File: src/rtl/core/adr_pkg.sv
// ----------------------------------------------------------------------------
// adr_pkg: shared types and constants for the accelerating duty ramp
// Register indexes, reset values and the configuration bundle.
// ----------------------------------------------------------------------------
package adr_pkg;

  localparam int DUTY_W  = 7;
  localparam int DIV_W   = 8;
  localparam int CFG_W   = 8;
  localparam int INDEX_W = 2;

  // Register indexes on the configuration port
  localparam logic [INDEX_W-1:0] REG_MIN_DUTY      = 2'd0;
  localparam logic [INDEX_W-1:0] REG_MAX_DUTY      = 2'd1;
  localparam logic [INDEX_W-1:0] REG_START_DIVIDER = 2'd2;
  localparam logic [INDEX_W-1:0] REG_ACCEL_STEP    = 2'd3;

  // Reset values
  localparam logic [DUTY_W-1:0] MIN_DUTY_RESET      = 7'd40;
  localparam logic [DUTY_W-1:0] MAX_DUTY_RESET      = 7'd95;
  localparam logic [DIV_W-1:0]  START_DIVIDER_RESET = 8'd25;
  localparam logic [DIV_W-1:0]  ACCEL_STEP_RESET    = 8'd2;
  localparam logic [DUTY_W-1:0] DUTY_RESET          = 7'd40;

  typedef struct packed {
    logic [DUTY_W-1:0] min_duty;
    logic [DUTY_W-1:0] max_duty;
    logic [DIV_W-1:0]  start_divider;
    logic [DIV_W-1:0]  accel_step;
  } cfg_t;

endpackage

File: src/rtl/core/adr_cfg.sv
// ----------------------------------------------------------------------------
// adr_cfg: configuration registers
// Holds the duty limits, start divider and acceleration step.
// ----------------------------------------------------------------------------
module adr_cfg (
  input  logic                               clk,
  input  logic                               rst,
  input  logic                               cfg_write,
  input  logic [adr_pkg::INDEX_W-1:0]        cfg_index,
  input  logic [adr_pkg::CFG_W-1:0]          cfg_data,
  output adr_pkg::cfg_t                      cfg
);

  // Register file write
  always_ff @(posedge clk) begin
    if (rst) begin
      cfg.min_duty      <= adr_pkg::MIN_DUTY_RESET;
      cfg.max_duty      <= adr_pkg::MAX_DUTY_RESET;
      cfg.start_divider <= adr_pkg::START_DIVIDER_RESET;
      cfg.accel_step    <= adr_pkg::ACCEL_STEP_RESET;
    end else if (cfg_write) begin
      case (cfg_index)
        adr_pkg::REG_MIN_DUTY:      cfg.min_duty      <= cfg_data[adr_pkg::DUTY_W-1:0];
        adr_pkg::REG_MAX_DUTY:      cfg.max_duty      <= cfg_data[adr_pkg::DUTY_W-1:0];
        adr_pkg::REG_START_DIVIDER: cfg.start_divider <= cfg_data[adr_pkg::DIV_W-1:0];
        adr_pkg::REG_ACCEL_STEP:    cfg.accel_step    <= cfg_data[adr_pkg::DIV_W-1:0];
        default: ;
      endcase
    end
  end

endmodule

File: src/rtl/core/adr_step.sv
// ----------------------------------------------------------------------------
// adr_step: next-state logic for one tick
// Direction reload, step and acceleration counters, saturating duty update.
// ----------------------------------------------------------------------------
module adr_step #(
  parameter int COUNT_BITS = 8
) (
  input  adr_pkg::cfg_t                    cfg,
  input  logic                             up,
  input  logic                             ramping_up,
  input  logic [adr_pkg::DIV_W-1:0]        ticks_per_change,
  input  logic [COUNT_BITS-1:0]            tick_count,
  input  logic [COUNT_BITS-1:0]            accel_count,
  input  logic [adr_pkg::DUTY_W-1:0]       duty,
  output logic [adr_pkg::DIV_W-1:0]        ticks_per_change_next,
  output logic [COUNT_BITS-1:0]            tick_count_next,
  output logic [COUNT_BITS-1:0]            accel_count_next,
  output logic [adr_pkg::DUTY_W-1:0]       duty_next,
  output logic                             changed
);

  localparam int CMP_W = (COUNT_BITS > adr_pkg::DIV_W) ? COUNT_BITS : adr_pkg::DIV_W;

  logic                        dir_change;
  logic [adr_pkg::DIV_W-1:0]   tpc0;
  logic [COUNT_BITS-1:0]       tc1;
  logic [COUNT_BITS-1:0]       ac1;
  logic                        do_step;
  logic                        do_accel;

  // Direction change reloads the divider and clears both counters
  assign dir_change = (up != ramping_up);
  assign tpc0       = dir_change ? cfg.start_divider : ticks_per_change;
  assign tc1        = (dir_change ? '0 : tick_count) + COUNT_BITS'(1);
  assign ac1        = (dir_change ? '0 : accel_count) + COUNT_BITS'(1);

  // Threshold compares at a common width
  assign do_step  = CMP_W'(tc1) >= CMP_W'(tpc0);
  assign do_accel = CMP_W'(ac1) >= CMP_W'(cfg.accel_step);

  // Saturating duty step, each direction tests only its own limit
  always_comb begin
    duty_next = duty;
    if (do_step) begin
      if (up) begin
        if (duty < cfg.max_duty) duty_next = duty + adr_pkg::DUTY_W'(1);
      end else begin
        if (duty > cfg.min_duty) duty_next = duty - adr_pkg::DUTY_W'(1);
      end
    end
  end

  assign tick_count_next  = do_step  ? '0 : tc1;
  assign accel_count_next = do_accel ? '0 : ac1;

  // Divider shrinks toward 1
  assign ticks_per_change_next = (do_accel && (tpc0 > adr_pkg::DIV_W'(1)))
                                 ? tpc0 - adr_pkg::DIV_W'(1) : tpc0;

  assign changed = (duty_next != duty);

endmodule

File: src/rtl/core/accelerating_duty_ramp.sv
// ----------------------------------------------------------------------------
// accelerating_duty_ramp: duty ramp with accelerating step rate
// Input register, one tick of ramp logic, result register.
// ----------------------------------------------------------------------------
// One tick word is taken every clock while the output is not stalled; the
// tick passes the input register, then the result register, where the
// result word becomes valid. The rate is set only by out_stall, as the
// ramp update between the two registers is combinational. Configuration
// takes effect on the next tick processed; a new start_divider is loaded
// at the next direction change.
module accelerating_duty_ramp #(
  parameter int COUNT_BITS = 8
) (
  input  logic                          clk,
  input  logic                          rst,
  input  logic                          cfg_write,
  input  logic [adr_pkg::INDEX_W-1:0]   cfg_index,
  input  logic [adr_pkg::CFG_W-1:0]     cfg_data,
  input  logic                          in_valid,
  output logic                          in_stall,
  input  logic                          button_held,
  output logic                          out_valid,
  input  logic                          out_stall,
  output logic [adr_pkg::DUTY_W-1:0]    duty_percent,
  output logic                          duty_changed
);

  adr_pkg::cfg_t cfg;

  // Input register
  logic s1_valid;
  logic s1_button;
  logic s1_adv;
  logic out_free;

  // Ramp state
  logic                        ramping_up;
  logic [adr_pkg::DIV_W-1:0]   ticks_per_change;
  logic [COUNT_BITS-1:0]       tick_count;
  logic [COUNT_BITS-1:0]       accel_count;
  logic [adr_pkg::DUTY_W-1:0]  duty;

  logic [adr_pkg::DIV_W-1:0]   ticks_per_change_next;
  logic [COUNT_BITS-1:0]       tick_count_next;
  logic [COUNT_BITS-1:0]       accel_count_next;
  logic [adr_pkg::DUTY_W-1:0]  duty_next;
  logic                        changed;

  adr_cfg u_cfg (
    .clk       (clk),
    .rst       (rst),
    .cfg_write (cfg_write),
    .cfg_index (cfg_index),
    .cfg_data  (cfg_data),
    .cfg       (cfg)
  );

  adr_step #(.COUNT_BITS(COUNT_BITS)) u_step (
    .cfg                   (cfg),
    .up                    (s1_button),
    .ramping_up            (ramping_up),
    .ticks_per_change      (ticks_per_change),
    .tick_count            (tick_count),
    .accel_count           (accel_count),
    .duty                  (duty),
    .ticks_per_change_next (ticks_per_change_next),
    .tick_count_next       (tick_count_next),
    .accel_count_next      (accel_count_next),
    .duty_next             (duty_next),
    .changed               (changed)
  );

  // Handshake: result register frees when empty or taken
  assign out_free = !out_valid || !out_stall;
  assign s1_adv   = s1_valid && out_free;
  assign in_stall = s1_valid && !out_free;

  // Input register
  always_ff @(posedge clk) begin
    if (rst) begin
      s1_valid <= 1'b0;
    end else if (!in_stall) begin
      s1_valid <= in_valid;
    end
  end

  always_ff @(posedge clk) begin
    if (in_valid && !in_stall) begin
      s1_button <= button_held;
    end
  end

  // Ramp state update, one tick per advance
  always_ff @(posedge clk) begin
    if (rst) begin
      ramping_up       <= 1'b1;
      ticks_per_change <= adr_pkg::START_DIVIDER_RESET;
      tick_count       <= '0;
      accel_count      <= '0;
      duty             <= adr_pkg::DUTY_RESET;
    end else if (s1_adv) begin
      ramping_up       <= s1_button;
      ticks_per_change <= ticks_per_change_next;
      tick_count       <= tick_count_next;
      accel_count      <= accel_count_next;
      duty             <= duty_next;
    end
  end

  // Result register
  always_ff @(posedge clk) begin
    if (rst) begin
      out_valid <= 1'b0;
    end else if (out_free) begin
      out_valid <= s1_valid;
    end
  end

  always_ff @(posedge clk) begin
    if (s1_adv) begin
      duty_percent <= duty_next;
      duty_changed <= changed;
    end
  end

`ifndef ASSERT_OFF
  // A held result always matches the stored duty
  a_out_duty: assert property (@(posedge clk) disable iff (rst)
    out_valid |-> (duty_percent == duty))
    else $error("result duty differs from ramp state");

  // Input stalls only behind a stalled full result register
  a_stall_cause: assert property (@(posedge clk) disable iff (rst)
    in_stall |-> (s1_valid && out_valid && out_stall))
    else $error("input stalled without output back-pressure");

  // Direction register follows the processed tick
  a_direction: assert property (@(posedge clk) disable iff (rst)
    s1_adv |=> (ramping_up == $past(s1_button)))
    else $error("direction not taken from processed tick");

  // Changed flag agrees with a real duty move
  a_changed: assert property (@(posedge clk) disable iff (rst)
    s1_adv |=> (duty_changed == (duty != $past(duty))))
    else $error("changed flag disagrees with duty update");
`endif

endmodule
File: config.mk
export PLATFORM = sky130hd
export DESIGN_NAME = accelerating_duty_ramp
export DESIGN_NICKNAME = d
export VERILOG_FILES = /design/src/rtl/core/adr_pkg.sv /design/src/rtl/core/adr_cfg.sv /design/src/rtl/core/adr_step.sv /design/src/rtl/core/accelerating_duty_ramp.sv
export SDC_FILE = /design/constraint.sdc
export NUM_CORES = 1
export LEC_CHECK = 0
export BUFFER_PORTS_ARGS = -buffer_cell sky130_fd_sc_hd__buf_2
export CORE_AREA = 2 2 87 89
export DETAILED_ROUTE_END_ITERATION = 10
export DIE_AREA = 0 0 89 91
export PLACE_DENSITY = 0.86
export SLEW_MARGIN = 30
export SYNTH_ARGS = -nofsm -noshare
export SYNTH_HDL_FRONTEND = slang
export SYNTH_SLANG_ARGS = --single-unit
File: constraint.sdc
create_clock -name clk -period 4.3 [get_ports clk]
set_clock_uncertainty 0.05 [all_clocks]
set_input_delay 1.075 -clock clk [delete_from_list [all_inputs] [get_ports clk]]
set_output_delay 1.075 -clock clk [all_outputs]
set_load 0.05 [all_outputs]
==> qor.tcl, run 1 <==
set qor(setup_total_negative_slack_ns) 0
set qor(mappedNetlistNets) 558
set qor(hp-start) {u_cfg.cfg[21]}
set qor(place_ws_ns) 0.476
set qor(min-delay-path-class) {reg2reg}
set qor(switching_power_mw) 0.415
set qor(share_comb_of_total_power_pct) 12.9
set qor(drcViolationCount) 0
set qor(rsz0062_at_grt) {false}
set qor(timing.critical_path.cells) {xnor2_1 > buf_4 > and2_1 > ha_1 > nand3_1 > or3_1 > a21oi_1 > ha_1 > a41o_1 > a21oi_1 > o31a_1 > nor3b_1 > mux2_2 > a21oi_1}
set qor(postLayoutSetupSlackWorst_ns) 0.440
set qor(netSwitchingFraction_pct) 28.5
set qor(io-pin-count) 26
set qor(reg2regPathDepth) 14
set qor(setup_violations) 0
set qor(relative_slew_slack_pct) 60.8
set qor(critical_path_required_ns) 4.55
set qor(antenna_found_initial) 0
set qor(regToRegEndpoint) {ticks_per_change[4]}
set qor(layout.cells.most_common_list) {72 x nand2_1, 64 x dfxtp_1, 47 x nor2_1, 44 x a21oi_1, 37 x nand3_1}
set qor(synthFlopType) {dfxtp_1}
set qor(final_antenna_violating_net_count) 0
set qor(die_w_um) 89
set qor(routed-via-count) 3790
set qor(numClockSinks) 73
set qor(cts-root-to-sink-buffers) 2
set qor(wire_length_of_the_first_global_routing_pass_um) 16300
set qor(netlist.area_leader.share_pct) 30.5
set qor(layout_commonest_cell) {nand2_1}
set qor(drt-pass1-iter-count) 5
set qor(cts_post_setup_buffers_inserted) 0
set qor(share_clk_of_total_power_pct) 37.6
set qor(setup.worst_path.end_class) {flop}
set qor(fin_nets) 578
set qor(pin_count_of_the_biggest_net_entering_global_routing) 33
set qor(avgRoutedWirePerCell_um) 15.3
set qor(slew_violations) 0
set qor(crit_slowest_cell) {edfxtp_1}
set qor(post_cts_hold_buffer_count) 0
set qor(cap_viol_max_count) 0
set qor(number_of_synthesized_flops_with_an_enable_pin) 9
set qor(synth_top_cell_by_area) {dfxtp_1}
set qor(whs_path_depth) 2
set qor(crit_buf_inv) 1
set qor(worst_ep_arrival_time_ns) 4.11
set qor(timing.critical_path.from_type) {flop}
set qor(critPathMaxStageDelay_ns) 0.55
set qor(start_util_pct) 58.9
set qor(power_density_nw_per_um2) 316
set qor(drive_above_1_share_pct) 11.3
set qor(synthesis.area_per_instance_um2) 8.29
set qor(vias_in_the_first_global_route) 3548
set qor(antenna_cells_inserted) 0
set qor(finalHoldViolCount) 0
set qor(area.growth.synth_to_final_pct) 9.88
set qor(cp_top_family) {compound AO/OA/AOI/OAI gates}
set qor(worst_skew_pair.late_latency_ns) 0.36
set qor(ir_drop_mv) 0.267
set qor(drt_iter0_drc) 288
set qor(synth.ff_latch_count) 73
set qor(htree_num_levels) 3
set qor(post_synth_main_area_contributors) {dfxtp_1 30%, ha_1 10%, edfxtp_1 6.4%, nand2_1 6.4%, a21oi_1 5.2%}
set qor(die-area_um2) 8100
set qor(row_count) 31
set qor(yosysSeqAreaShare_pct) 36.9
set qor(leakagePower_nw) 1.86
set qor(clk_pin_slew_worst_paths_ns) 0.09
set qor(worstMarginPinSlew_ns) 0.573
set qor(postSynthCellCount) 507
set qor(crit_type) {reg2reg}
set qor(place.gp.congestion) 0.858
set qor(synth.cell_area_um2) 4210
set qor(regToRegSetupSlack_ns) 0.44
set qor(post-route-min-period_ns) 3.86
set qor(clk_root_buffer_cell) {clkbuf_8}
set qor(crit_top_cell) {a21oi_1}
set qor(grt_overflow_total) 0
set qor(holdPathEnd) {u_cfg.cfg[21]}
set qor(synth-warning-count) 0
set qor(pwr-share-seq_pct) 49.5
set qor(post_drt_via_cell_ratio) 6.01
set qor(cts-buffers-inserted) 9
set qor(die_height_um) 91
set qor(fmaxAchievable_ghz) 0.259
set qor(power.internal_mw) 1.04
set qor(cts_tree) {done}
set qor(reg2reg_from) {s1_button}
set qor(cp_max_fo) 12
set qor(floorplan.core_area_um2) 7140
set qor(post_cts_resized) 0
set qor(totalWireLength_um) 9670
set qor(run_status) {completed}
set qor(number_of_port_buffers) 25
set qor(synth_cell_types) 55
set qor(final_min_period_over_clock_period_pct) 89.8
set qor(gr-usage-all-layers_pct) 25.3
set qor(hpwl_detailed_um) 6980
set qor(synth-async-reset-ratio_pct) 0
-- state kept, by name (all words and copies together) (netlist names) --
signal / count
u_cfg.cfg: 30
accel_count: 8
tick_count: 8
ticks_per_change: 8
duty: 7
duty_percent: 7
duty_changed: 1
out_valid: 1
ramping_up: 1
s1_button: 1
s1_valid: 1
-- layout make-up --
type	count	area (um2)
fill	620	2520
timing repair buffer	33	185
multi-input combinational	384	2460
clock buffer	11	163
sequential	73	1550
tap	99	124
inverter	26	97.6
clock inverter	5	43.8
-- Yosys cell counts (all sizes together) (9+ instances only) --
cell type and n:
edfxtp 9, nand3 37, o211ai 10, nor2 48, ha 35, mux2i 10
xor2 12, o21ai 11, dfxtp 64, clkbuf 17, xnor2 9, a21oi 45
nand2 72, inv 25
-- worst reg2reg max path, stage by stage, from the launching register on --
cell	delay (ns)
edfxtp_1	0.55
xnor2_1	0.21
buf_4	0.21
and2_1	0.21
ha_1	0.21
nand3_1	0.13
or3_1	0.33
a21oi_1	0.19
ha_1	0.28
a41o_1	0.25
a21oi_1	0.15
o31a_1	0.49
nor3b_1	0.12
mux2_2	0.28
a21oi_1	0.13
-- cell families (layout without fill, tap and decap cells) --
family,after synthesis,in the layout,share of synthesized area [%]
buf+inv,50,75,4.70
compound gates,107,107,16.7
fa+ha+maj,35,35,10.4
mux,14,14,3.45
simple gates,207,207,23.0
flops,73,73,36.9
xor+xnor,21,21,4.82
-- routing by layer --
metal,share of wire (%),routed length (um),track usage [%],vias up
met2,49,4720,40.4,135
met1,44,4220,33.4,1799
met4,2.3,223,10.4,0
li1,-,-,-,1827
met3,5.2,504,4.36,29
met5,0,0,0,-
-- metrics by stage --
step	utilization [%]	instance area (um2)	power [mW]	hold WS (ns)	std cells
6_report	64.7	4620	1.46	0.410	631
5_1_grt	64.7	4620	1.52	0.427	631
4_1_cts	64.7	4620	1.46	0.413	631
3_5_place_dp	61.9	4410	0.922	0.401	615
3_3_place_gp	61.9	4410	0.914	0.394	615
2_1_floorplan	-	4210	0.871	0.383	507
-- power by group through the flow --
stage	registers [mW]	logic, mW	clock network [mW]
2_1_floorplan	0.742	0.129	0
3_3_place_gp	0.737	0.177	0
3_5_place_dp	0.738	0.184	0
4_1_cts	0.722	0.186	0.553
5_1_grt	0.724	0.207	0.585
6_report	0.722	0.189	0.548
-- how the worst max path moves through the flow --
stage | from | end | slack, ns | cells past startpoint
after CTS | s1_button | ticks_per_change[4] | 0.47 | 14
final | s1_button | ticks_per_change[4] | 0.44 | 14
after global routing | s1_button | ticks_per_change[4] | 0.18 | 14
after detailed placement | s1_button | ticks_per_change[4] | 0.48 | 14
after floorplan | s1_button | duty_percent[3] | 0.84 | 15
after global placement | s1_button | ticks_per_change[4] | 0.68 | 14
Note: power is estimated with default switching activity, not from simulation.
==> run 2, diff against run 1 <==
--- a/config.mk
+++ b/config.mk
@@ -6,9 +6,11 @@
 export NUM_CORES = 1
 export LEC_CHECK = 0
 export BUFFER_PORTS_ARGS = -buffer_cell sky130_fd_sc_hd__buf_2
-export CORE_AREA = 2 2 87 89
+export CELL_PAD_IN_SITES_DETAIL_PLACEMENT = 0
+export CELL_PAD_IN_SITES_GLOBAL_PLACEMENT = 1
+export CORE_AREA = 2 2 99 101
 export DETAILED_ROUTE_END_ITERATION = 10
-export DIE_AREA = 0 0 89 91
+export DIE_AREA = 0 0 101 103
 export PLACE_DENSITY = 0.86
 export SLEW_MARGIN = 30
 export SYNTH_ARGS = -nofsm -noshare
==> run 2 against run 1 <==
  * Cell count grew 2.4%
  * Hold slack gained 0.0057 ns
  * Sequential power about the same
  * Cell area increased by 0.51%
  * Count of clock-buffer cells in the layout down 1
  * Clock power increased by 3.8%
  * Non-clock buffer count is the same
  * Combinational power barely moved
  * Largest cell class unchanged
==> qor.tcl, run 2 (synthesized netlist as in run 1, its figures left out) <==
set qor(relative_slew_slack_pct) 65.8
set qor(htree_num_levels) 3
set qor(netSwitchingFraction_pct) 27.1
set qor(worst_skew_pair.late_latency_ns) 0.35
set qor(drive_above_1_share_pct) 11.3
set qor(setup_violations) 0
set qor(top_register) {u_cfg.cfg}
set qor(rsz0062_at_grt) {false}
set qor(cts_post_setup_buffers_inserted) 0
set qor(hpwl_detailed_um) 6930
set qor(avgRoutedWirePerCell_um) 14.8
set qor(pwr-share-seq_pct) 48.8
set qor(setup_total_negative_slack_ns) 0
set qor(postLayoutSetupSlackWorst_ns) 0.487
set qor(layout_commonest_cell) {nand2_1}
set qor(numClockSinks) 73
set qor(cp_max_fo) 12
set qor(cts_tree) {done}
set qor(clk_pin_slew_worst_paths_ns) 0.08
set qor(number_of_port_buffers) 25
set qor(place_ws_ns) 0.525
set qor(share_comb_of_total_power_pct) 12.7
set qor(switching_power_mw) 0.400
set qor(clk_root_buffer_cell) {clkbuf_8}
set qor(gr-usage-all-layers_pct) 19.9
set qor(routed-via-count) 3577
set qor(antenna_found_initial) 0
set qor(power_density_nw_per_um2) 318
set qor(largest_register_ffs) 30
set qor(cts-root-to-sink-buffers) 2
set qor(io-pin-count) 26
set qor(timing.critical_path.from_type) {flop}
set qor(leakagePower_nw) 1.87
set qor(grt_overflow_total) 0
set qor(floorplan.core_area_um2) 9460
set qor(post_cts_resized) 0
set qor(power.internal_mw) 1.08
set qor(reg2regPathDepth) 14
set qor(vias_in_the_first_global_route) 3500
set qor(pin_count_of_the_biggest_net_entering_global_routing) 47
set qor(whs_ns) 0.416
set qor(area.growth.synth_to_final_pct) 10.4
set qor(die_w_um) 101
set qor(drt-pass1-iter-count) 4
set qor(crit_type) {reg2reg}
set qor(fin_nets) 578
set qor(start_util_pct) 44.5
set qor(die-area_um2) 10400
set qor(final_min_period_over_clock_period_pct) 88.7
set qor(utilization_pct) 49.1
set qor(die_height_um) 103
set qor(worstMarginPinSlew_ns) 0.513
set qor(totalWireLength_um) 9560
set qor(worst_ep_arrival_time_ns) 4.04
set qor(layoutNonFillerInstCount) 646
set qor(slew_violations) 0
set qor(place.gp.congestion) 0.811
set qor(min-delay-path-class) {reg2reg}
set qor(cts-buffers-inserted) 9
set qor(drt_iter0_drc) 155
set qor(row_count) 36
set qor(finalHoldViolCount) 0
set qor(antenna_cells_inserted) 0
set qor(layout.cells.most_common_list) {72 x nand2_1, 64 x dfxtp_1, 47 x nor2_1, 44 x a21oi_1, 37 x nand3_1}
set qor(share_clk_of_total_power_pct) 38.5
set qor(fmaxAchievable_ghz) 0.262
set qor(post-route-min-period_ns) 3.81
set qor(place.detailed.instances) 630
set qor(drcViolationCount) 0
set qor(final_antenna_violating_net_count) 0
set qor(wire_length_of_the_first_global_routing_pass_um) 16400
set qor(setup.worst_path.end_class) {flop}
set qor(whs_path_depth) 2
set qor(critical_path_required_ns) 4.53
set qor(post_drt_via_cell_ratio) 5.54
set qor(run_status) {completed}
set qor(post_cts_hold_buffer_count) 0
set qor(cap_viol_max_count) 0
set qor(ir_drop_mv) 0.167
-- run 2: cell count changes in the layout (fill, tap and decap cells not counted), sizes merged --
cell    before  now
inv         28   26
clkinv       3    5
clkbuf      11   10
bufinv       0    1
-- run 2: cell type report --
| class | count | area, um2 |
|---|---|---|
| fill | 924 | 4810 |
| clock inverter | 6 | 62.6 |
| timing repair buffer | 33 | 185 |
| sequential | 73 | 1550 |
| inverter | 26 | 97.6 |
| clock buffer | 10 | 149 |
| multi-input combinational | 384 | 2460 |
| tap | 114 | 143 |
-- run 2: power groups by stage --
| stage | Sequential, mW | Clock (mW) | Combinational, mW |
|---|---|---|---|
| finish | 0.722 | 0.569 | 0.187 |
| global route | 0.725 | 0.617 | 0.209 |
| CTS | 0.722 | 0.579 | 0.188 |
| detailed placement | 0.738 | 0 | 0.186 |
| global placement | 0.737 | 0 | 0.182 |
| floorplan | 0.742 | 0 | 0.129 |
-- run 2: metal layers --
metal	wire, um	up-vias	share of wire (%)	GRT usage, %
li1	-	1829	-	-
met1	4350	1651	46	25.6
met2	4570	86	48	33.7
met3	497	11	5.2	4.07
met4	131	0	1.4	6.13
met5	0	-	0	0
-- run 2: worst paths after layout --
path	startpoint	endpoint	slack (ns)
worst max register to register	s1_button	ticks_per_change[4]	0.49
worst min-delay path	u_cfg.cfg[21]	u_cfg.cfg[21]	0.42
worst min register to register	u_cfg.cfg[21]	u_cfg.cfg[21]	0.42
worst max-delay path	s1_button	ticks_per_change[4]	0.49
-- run 2: worst max-delay path: stages, from the launching register on --
cell and delay, ns:
edfxtp_1 0.55, xnor2_1 0.19, buf_4 0.20, and2_1 0.19, ha_1 0.20, nand3_1 0.13
or3_1 0.32, a21oi_1 0.20, ha_1 0.28, a41o_1 0.25, a21oi_1 0.13, o31a_1 0.48
nor3b_1 0.13, mux2_2 0.29, a21oi_1 0.14
-- run 2: per-stage QoR --
| step | cell area (um2) | power [mW] |
|---|---|---|
| floorplan | 4210 | 0.871 |
| global placement | 4430 | 0.919 |
| detailed placement | 4430 | 0.924 |
| CTS | 4640 | 1.49 |
| global route | 4640 | 1.55 |
| finish | 4640 | 1.48 |
==> run 3, diff against run 2 <==
--- a/config.mk
+++ b/config.mk
@@ -11,7 +11,7 @@
 export CORE_AREA = 2 2 99 101
 export DETAILED_ROUTE_END_ITERATION = 10
 export DIE_AREA = 0 0 101 103
-export PLACE_DENSITY = 0.86
+export PLACE_DENSITY_LB_ADDON = 0.05
 export SLEW_MARGIN = 30
 export SYNTH_ARGS = -nofsm -noshare
 export SYNTH_HDL_FRONTEND = slang
==> run 3 against run 2 <==
  * Non-clock buffer count rose by 1
  * Routed wire length rose by 4.1%
  * Sequential power barely moved
  * Worst setup slack barely moved
  * Maximum frequency barely moved
  * Sequential share of layout area rose by 0.090 points
  * Critical endpoint unchanged
  * Highest routed layer unchanged
==> qor.tcl, run 3 (synthesized netlist as in run 1, its figures left out) <==
set qor(start_util_pct) 44.5
set qor(vias_in_the_first_global_route) 3364
set qor(utilization_pct) 49.0
set qor(row_count) 36
set qor(hp-start) {u_cfg.cfg[2]}
set qor(ir_drop_mv) 0.139
set qor(post_cts_resized) 0
set qor(die-area_um2) 10400
set qor(die_height_um) 103
set qor(drive_above_1_share_pct) 11.3
set qor(htree_num_levels) 3
set qor(die_w_um) 101
set qor(drcViolationCount) 0
set qor(power_density_nw_per_um2) 310
set qor(finalHoldViolCount) 0
set qor(clk_root_buffer_cell) {clkbuf_8}
set qor(worstMarginPinSlew_ns) 0.576
set qor(relative_slew_slack_pct) 61.5
set qor(numClockSinks) 73
set qor(regToRegEndpoint) {ticks_per_change[4]}
set qor(whs_path_depth) 2
set qor(io-pin-count) 26
set qor(fin_nets) 579
set qor(whs_ns) 0.411
set qor(fmaxAchievable_ghz) 0.262
set qor(min-delay-path-class) {reg2reg}
set qor(leakagePower_nw) 1.86
set qor(holdPathEnd) {u_cfg.cfg[2]}
set qor(post-route-cell-area_um2) 4630
set qor(setup.worst_path.end_class) {flop}
set qor(pin_count_of_the_biggest_net_entering_global_routing) 47
set qor(setup_total_negative_slack_ns) 0
set qor(drt_iter0_drc) 109
set qor(postPlaceCellArea_um2) 4440
set qor(place.gp.congestion) 0.817
set qor(routed-via-count) 3505
set qor(largest_register_ffs) 30
set qor(reg2reg_from) {s1_button}
set qor(layout.cells.most_common_list) {72 x nand2_1, 64 x dfxtp_1, 47 x nor2_1, 44 x a21oi_1, 37 x nand3_1}
set qor(cap_viol_max_count) 0
set qor(post-route-min-period_ns) 3.81
set qor(top_register) {u_cfg.cfg}
set qor(gr-usage-all-layers_pct) 20.9
set qor(hpwl_detailed_um) 7130
set qor(rsz0062_at_grt) {false}
set qor(fillerInstances) 921
set qor(totalWireLength_um) 9950
set qor(regToRegSetupSlack_ns) 0.49
set qor(cts_tree) {done}
set qor(timing.critical_path.from_type) {flop}
set qor(reg2regPathDepth) 14
set qor(cts-buffers-inserted) 9
set qor(slew_violations) 0
set qor(crit_type) {reg2reg}
set qor(worst_skew_pair.late_latency_ns) 0.35
set qor(floorplan.core_area_um2) 9460
set qor(final_min_period_over_clock_period_pct) 88.7
set qor(cts_post_setup_buffers_inserted) 0
set qor(area.growth.synth_to_final_pct) 10.1
set qor(clk_pin_slew_worst_paths_ns) 0.08
set qor(avgRoutedWirePerCell_um) 15.4
set qor(setup_violations) 0
set qor(post_cts_hold_buffer_count) 0
set qor(post_drt_via_cell_ratio) 5.42
set qor(wire_length_of_the_first_global_routing_pass_um) 17000
set qor(final_antenna_violating_net_count) 0
set qor(antenna_found_initial) 0
set qor(cp_max_fo) 12
set qor(grt_overflow_total) 0
set qor(worst_ep_arrival_time_ns) 4.05
set qor(number_of_port_buffers) 25
set qor(antenna_cells_inserted) 0
set qor(run_status) {completed}
set qor(layout_commonest_cell) {nand2_1}
set qor(drt-pass1-iter-count) 4
set qor(critical_path_required_ns) 4.54
set qor(cts-root-to-sink-buffers) 2
## run 3: changes by cell type in the layout (fill, tap and decap cells not counted)
cell | before | now
clkbuf_8 | 9 | 10
inv_6 | 1 | 0
clkinv_4 | 1 | 0
bufinv_16 | 1 | 0
clkbuf_1 | 0 | 1
buf_4 | 8 | 9
clkinvlp_4 | 0 | 2
clkinv_2 | 3 | 2
## run 3: final cells by class
type                       instances  area [um2]  area share (%)
clock inverter                     4        25.0           0.540
inverter                          26        97.6            2.11
sequential                        73        1550            33.5
multi-input combinational        384        2460            53.0
timing repair buffer              34         193            4.16
clock buffer                      12         166            3.59
tap                              114         143            3.08
## run 3: routing by layer
metal | global-route usage [%] | share of wire (%) | up-vias
li1 | - | - | 1827
met1 | 29.3 | 52 | 1626
met2 | 33.1 | 44 | 45
met3 | 4.20 | 2.9 | 7
met4 | 5.41 | 0.94 | 0
met5 | 0 | 0 | -
## run 3: report_power, final
part	internal, mW	switching (mW)	total [mW]
clock network	0.259	0.267	0.526
logic	0.0666	0.122	0.189
registers	0.708	0.0134	0.722
## run 3: worst max path at each step
stage | start | end | slack, ns | depth (start not counted)
3_5_place_dp | s1_button | ticks_per_change[4] | 0.52 | 14
2_1_floorplan | s1_button | duty_percent[3] | 0.84 | 15
5_1_grt | s1_button | ticks_per_change[4] | 0.17 | 14
6_report | s1_button | ticks_per_change[4] | 0.49 | 14
3_3_place_gp | s1_button | ticks_per_change[4] | 0.62 | 14
4_1_cts | s1_button | ticks_per_change[4] | 0.50 | 14
## run 3: stage by stage
step,cells,total power [mW],setup WS (ns)
detailed placement,631,0.927,0.515
CTS,647,1.45,0.498
floorplan,507,0.871,0.844
finish,647,1.44,0.487
global placement,631,0.925,0.617
global route,647,1.51,0.169
## run 3: worst max-delay path: stages, from the launching register on
cell,delay (ns)
edfxtp_1,0.55
xnor2_1,0.20
buf_4,0.21
and2_1,0.20
ha_1,0.21
nand3_1,0.14
or3_1,0.33
a21oi_1,0.20
ha_1,0.29
a41o_1,0.25
a21oi_1,0.12
o31a_1,0.47
nor3b_1,0.12
mux2_2,0.28
a21oi_1,0.13
